### config.mk
export PLATFORM = sky130hd
export DESIGN_NAME = vse_ctrl
export DESIGN_NICKNAME = d
export VERILOG_FILES = /design/src/sv/vse_pkg.sv /design/src/sv/vse_ctrl.sv
export SDC_FILE = /design/constraint.sdc
export NUM_CORES = 1
export LEC_CHECK = 0
export BUFFER_PORTS_ARGS = -buffer_cell sky130_fd_sc_hd__buf_2
export CORE_AREA = 2 2 39 41
export DETAILED_ROUTE_END_ITERATION = 12
export DIE_AREA = 0 0 41 43
export GPL_ROUTABILITY_DRIVEN = 0
export PLACE_DENSITY = 0.42
export SLEW_MARGIN = 20
export SYNTH_ARGS = -nofsm -noshare
export SYNTH_HDL_FRONTEND = slang
export SYNTH_SLANG_ARGS = --single-unit
### constraint.sdc
create_clock -name clock -period 1.37 [get_ports clock]
set_clock_uncertainty 0.15 [all_clocks]
set_input_delay 0.137 -clock clock [delete_from_list [all_inputs] [get_ports clock]]
set_output_delay 0.137 -clock clock [all_outputs]
set_load 0.02 [all_outputs]
### src/sv/vse_pkg.sv
package vse_pkg;

   localparam int VSE_DEPTH      = 256;
   localparam int VSE_WORD_WIDTH = 64;

   localparam int MODE_W   = 3;
   localparam int VALUE_W  = 64;
   localparam int INDEX_W  = 10;
   localparam int COUNT_W  = 9;
   localparam int SLOT_W   = 9;
   localparam int STATUS_W = 3;

   typedef enum logic [MODE_W-1:0] {
      MODE_PUSH    = 3'd0,
      MODE_POP     = 3'd1,
      MODE_POP_SEC = 3'd2,
      MODE_POP_N   = 3'd3,
      MODE_RESERVE = 3'd4,
      MODE_READ    = 3'd5,
      MODE_WRITE   = 3'd6,
      MODE_SET_PTR = 3'd7
   } mode_type;

   localparam logic [STATUS_W-1:0] ST_OK        = 3'd0;
   localparam logic [STATUS_W-1:0] ST_OVERFLOW  = 3'd1;
   localparam logic [STATUS_W-1:0] ST_UNDERFLOW = 3'd2;
   localparam logic [STATUS_W-1:0] ST_BOUNDS    = 3'd3;
   localparam logic [STATUS_W-1:0] ST_BADPTR    = 3'd4;

   typedef struct packed {
      logic clr_wr;
      logic capture;
      logic rd_first;
      logic rd_second;
      logic hold_top;
      logic commit;
   } ctl_cmd_type;

   typedef struct packed {
      logic clr_last;
      logic err;
      logic two_rd;
      logic out_free;
   } dp_status_type;

endpackage

### src/sv/vse_ctrl.sv
module vse_ctrl
   import vse_pkg::*;
   (
      input  logic          clock,
      input  logic          reset,
      input  logic          req_valid,
      output logic          req_ready,
      input  dp_status_type st,
      output ctl_cmd_type   cmd
   );

   typedef enum logic [2:0] {
      S_CLEAR,
      S_IDLE,
      S_EXEC,
      S_RD1,
      S_DONE
   } state_type;

   state_type state_ff;
   logic      req_ready_ff;

   always_ff @(posedge clock) begin
      if (reset) begin
         state_ff     <= S_CLEAR;
         req_ready_ff <= 1'b0;
      end else begin
         case (state_ff)
            S_CLEAR: begin
               if (st.clr_last) begin
                  state_ff     <= S_IDLE;
                  req_ready_ff <= 1'b1;
               end
            end
            S_IDLE: begin
               if (req_valid) begin
                  state_ff     <= S_EXEC;
                  req_ready_ff <= 1'b0;
               end
            end
            S_EXEC: begin
               if (!st.err && st.two_rd) begin
                  state_ff <= S_RD1;
               end else begin
                  state_ff <= S_DONE;
               end
            end
            S_RD1: begin
               state_ff <= S_DONE;
            end
            S_DONE: begin
               if (st.out_free) begin
                  state_ff     <= S_IDLE;
                  req_ready_ff <= 1'b1;
               end
            end
            default: begin
               state_ff     <= S_CLEAR;
               req_ready_ff <= 1'b0;
            end
         endcase
      end
   end

   always_comb begin
      cmd           = '0;
      cmd.clr_wr    = (state_ff == S_CLEAR);
      cmd.capture   = (state_ff == S_IDLE) && req_valid;
      cmd.rd_first  = (state_ff == S_EXEC) && !st.err;
      cmd.rd_second = (state_ff == S_RD1);
      cmd.hold_top  = (state_ff == S_RD1);
      cmd.commit    = (state_ff == S_DONE) && st.out_free;
   end

   assign req_ready = req_ready_ff;

   a_ready_only_idle: assert property (@(posedge clock) disable iff (reset)
      req_ready_ff == (state_ff == S_IDLE))
      else $error("req_ready out of step with the idle state");

endmodule

Word level (Yosys, flattened, before mapping)
Index checks and enable logic that the tools add are counted.
{"block": "totals", "reg_bits": 4, "inputBits": 7, "output_inout_bits": 7, "elab_cells": 28}
{"block": "classes", "n_eq_ne": 7, "mux": 9, "bitwise": 1, "reduce_logical": 9}
{"op": "3-bit case mux with 5 select lines", "count": 1}
{"op": "3-bit two-way mux", "count": 4}
{"op": "3-bit by 2-bit equality test with 1-bit output (second input constant)", "count": 2}
{"op": "2-bit != test (second input constant)", "count": 3}
{"op": "1-bit logical AND", "count": 4}
{"op": "1-bit case mux with 4 select lines", "count": 1}
{"op": "4-bit AND reduction", "count": 1}
{"op": "3-bit by 1-bit equality test with 1-bit output (second input constant)", "count": 1}
{"op": "3-bit equality test (second input constant)", "count": 1}
{"op": "3-bit zero test", "count": 1}
{"op": "1-bit two-way mux", "count": 3}
{"op": "3-bit AND reduction", "count": 1}
{"op": "2-bit OR reduction", "count": 1}
{"op": "1-bit zero test", "count": 1}
{"op": "1-bit inverter", "count": 1}

Logic depth before layout (Yosys ltp)
{"block": "logic_depth", "depth_word": 4, "depth_mapped": 4, "mapped_depth_nobuf": 3}

Worst setup path after synthesis
Ideal clock, no wire load.
{"block": "synth_timing", "path_kind": "register to output", "start": "reg state_ff[1]", "end": "out cmd[3] (netlist name)", "arrival_ps": 1243, "required_ps": 1083, "path_slack_ps": -160, "stages_incl_launch_ff": 4, "n_path_buf": 1, "cell_sequence": "dfxtp_1 > clkbuf_2 > inv_1 > nor4_1"}
{"element": "start, declared", "line_no": "vse_ctrl.sv:20", "rtl": "state_type state_ff;"}
{"element": "start signal, assigned", "line_no": "vse_ctrl.sv:25", "rtl": "state_ff <= S_CLEAR;"}
{"element": "start signal, assigned", "line_no": "vse_ctrl.sv:31", "rtl": "state_ff <= S_IDLE;"}
{"element": "start signal, assigned", "line_no": "vse_ctrl.sv:37", "rtl": "state_ff <= S_EXEC;"}
{"element": "end, declared", "line_no": "vse_ctrl.sv:9", "rtl": "output ctl_cmd_type cmd"}

==> impl_results.md <==
- RSZ-0062 raised after global routing: yes
- Status: complete, no violations
- Ys flop type: dfxtp_1
- Dpl hpwl: 586 µm
- CTS tree: yes
- Dominant cell type by area after synthesis: dfxtp_1
- Pin count of the biggest net entering global routing: 9
- Final worst-path cycle share: 0.978
- IO Port Bufs: 13
- Die area: 1760 µm²
- Net switching power: 0.121 mW
- Vias/cell: 4.53
- Final setup margin: 30.4 ps
- Asr flop ratio synth: 0
- Post-synthesis sequential area ratio: 0.295
- # H-tree levels: 1
- Crit path max-delay family: flip-flops
- Fillers: 157
- Synth top cells by count: dfxtp_1 (4), nor3_1 (4)
- Nets: 61
- Total power: 0.404 mW
- Syn Nets: 41
- Worst Path Arrival: 1050 ps
- # Max-Cap Violations: 0
- Min-delay src: st[0]
- Switching share of power: 0.299
- TritonRoute pass-1 iters: 3
- Row cnt: 14
- Clk pwr share: 0.369
- Clock net sink count: 4
- CP Class: reg -> out
- Internal: 0.283 mW
- Syn avg cell area: 7.99 µm²
- Final Hold Vio Count: 0
- CP bufs+invs: 2
- CP Launch Type: flip-flop
- Clk slew on worst S/H paths: 40 ps
- Crit end category: primary output
- Core footprint: 1380 µm²
- Critical-path top delay cell: dfxtp_4
- Die Span Y: 43 µm
- Slew HR: 0.814
- GRT overflow: 0
- R2R cell count: 3
- Post-Place Cells: 63
- Number of synthesized flops with an enable pin: 0
- Boundary Pins: 14
- Final wirelength: 771 µm
- Mapped Area: 272 µm²
- Gr usage total: 0.109
- Worst slew pin tran: 277 ps
- PwrDens: 917 nW/µm²
- Reg power frac: 0.345
- Pre-CTS WS: 46.6 ps
- Fmax: 747 MHz
- Number of global-route vias before repair: 297
- Distinct cell type count after synthesis: 22
- Final setup vio count: 0
- Min Tclk post-route: 1340 ps
- Root buf cell: clkbuf_4
- Initial Util: 0.196
- RR Endpoint: state_ff[1]
- Post-synth top area share: 0.295
- Hold depth: 3
- Chip width: 41 µm
- Global-route wire length before repair: 1190 µm
- DRC Markers: 0
- Inserted Diodes: 0
- Total CTS buffers: 3
- Utilization after layout: 0.318
- Post-route ant nets: 0
- Register area: 86.3 µm²
- Layout Area Growth over Synthesis: 62.2%
- Combinational power share: 0.286
- Synth area leaders: dfxtp_1 (29%), nor3_1 (7.4%), mux2_4 (5.5%), nand2b_1 (4.6%), nor4_1 (4.6%)
- Worst Path Max Fanout: 6
- Critical Path RT: 1080 ps
- Synth Instances: 34
- Avg WL per Cell: 11.3 µm
- Max stage delay on crit path: 350 ps
- Worst flop-to-flop path startpoint: state_ff[0]
- Yosys warning count: 0
- WHS: 62.2 ps
- DRT iter0 DRCs: 2
- Synthesized flop and latch total: 4
- Slew Limit Fails: 0
- Clock latency at the later pin of the worst-skew pair: 240 ps
- Multi-input logic area: 186 µm²
- Initial antenna violation count: 0
- WHS Endpoint: state_ff[2]
- Critical-path cell list: buf_6 -> nor3_1 -> buf_2
- Layout cells sized above 1: 0.635
- Register-to-register setup slack: 40 ps
- Non-filler cells, final: 68
- Hold Path Class: in -> reg
- Total number of vias: 308
- Worst IR Drop VDD: 0.315 mV
- P_leak: 0.198 nW
- Clock Path Buffers: 2
## flip-flops by register name, summed over array words and instances, names as in the netlist
signal / flops
req_ready: 1
state_ff: 3
## layer usage
metal | GRT usage | up-vias | share of wire
met2 | 0.147 | 9 | 0.49
met5 | 0 | - | 0
met1 | 0.122 | 138 | 0.42
met4 | 0.120 | 0 | 0.022
met3 | 0.0314 | 2 | 0.073
li1 | - | 159 | -
## stage by stage
stage,setup TNS [ps],area [µm²]
final,0,440
after floorplan,0,278
after global placement,0,368
after global routing,-51.5,440
after CTS,0,432
after detailed placement,0,368
## timing repair
action | 4_1_cts | 5_1_grt
gates resized for setup | 9 | 4
hold endpoints to repair | 3 | 0
hold buffers | 1 | 0
setup buffers | 1 | 0
pin swaps | 2 | 1
gates cloned | 0 | 0
setup endpoints to repair | 4 | 7
## power groups by stage
stage	sequential (mW)	clock (mW)	combinational (mW)
floorplan	0.141	0	0.0619
global placement	0.139	0	0.106
detailed placement	0.139	0	0.103
CTS	0.138	0.161	0.116
global route	0.141	0.165	0.125
finish	0.139	0.149	0.115
## cells by family (layout without fill, tap and decap cells)
| group | after synthesis | in the layout | synth area share |
|---|---|---|---|
| buf+inv | 5 | 23 | 0.0922 |
| compound gates | 5 | 5 | 0.124 |
| simple gates | 19 | 19 | 0.433 |
| flops | 4 | 4 | 0.295 |
| mux | 1 | 1 | 0.0553 |
## layout make-up
type                            instances  share of cell area
Sequential cell                         4               0.196
Clock buffer                            3              0.0511
Tap cell                               16              0.0455
Timing Repair Buffer                   18               0.267
Inverter                                2              0.0170
Multi-Input combinational cell         25               0.423
## worst register-to-register path, cell delays in order (launching register included)
cell	delay, ps
dfxtp_4	350
or3b_4	400
mux2_4	270
nor3_2	90
## how the worst max path moves through the flow
stage | startpoint | endpoint | slack [ps] | cells past startpoint
2_1_floorplan | state_ff[1] | cmd[3] | 50 | 3
4_1_cts | state_ff[0] | cmd[4] | 6 | 4
6_report | state_ff[0] | cmd[0] | 30 | 3
3_3_place_gp | state_ff[0] | state_ff[1] | 50 | 3
5_1_grt | state_ff[0] | state_ff[1] | -30 | 3
3_5_place_dp | state_ff[0] | state_ff[1] | 50 | 3
## cell usage in the layout (no fill, tap or decap), types with 2 or more instances in the layout
cell type,instances
buf_2,11
buf_4,4
nor3_1,3
clkbuf_4,3
inv_2,2
nor3_2,2
nor2_1,2
a21oi_1,2
nand2b_1,2
buf_6,2
dfxtp_2,2
Power figures use the tool's default switching activity.
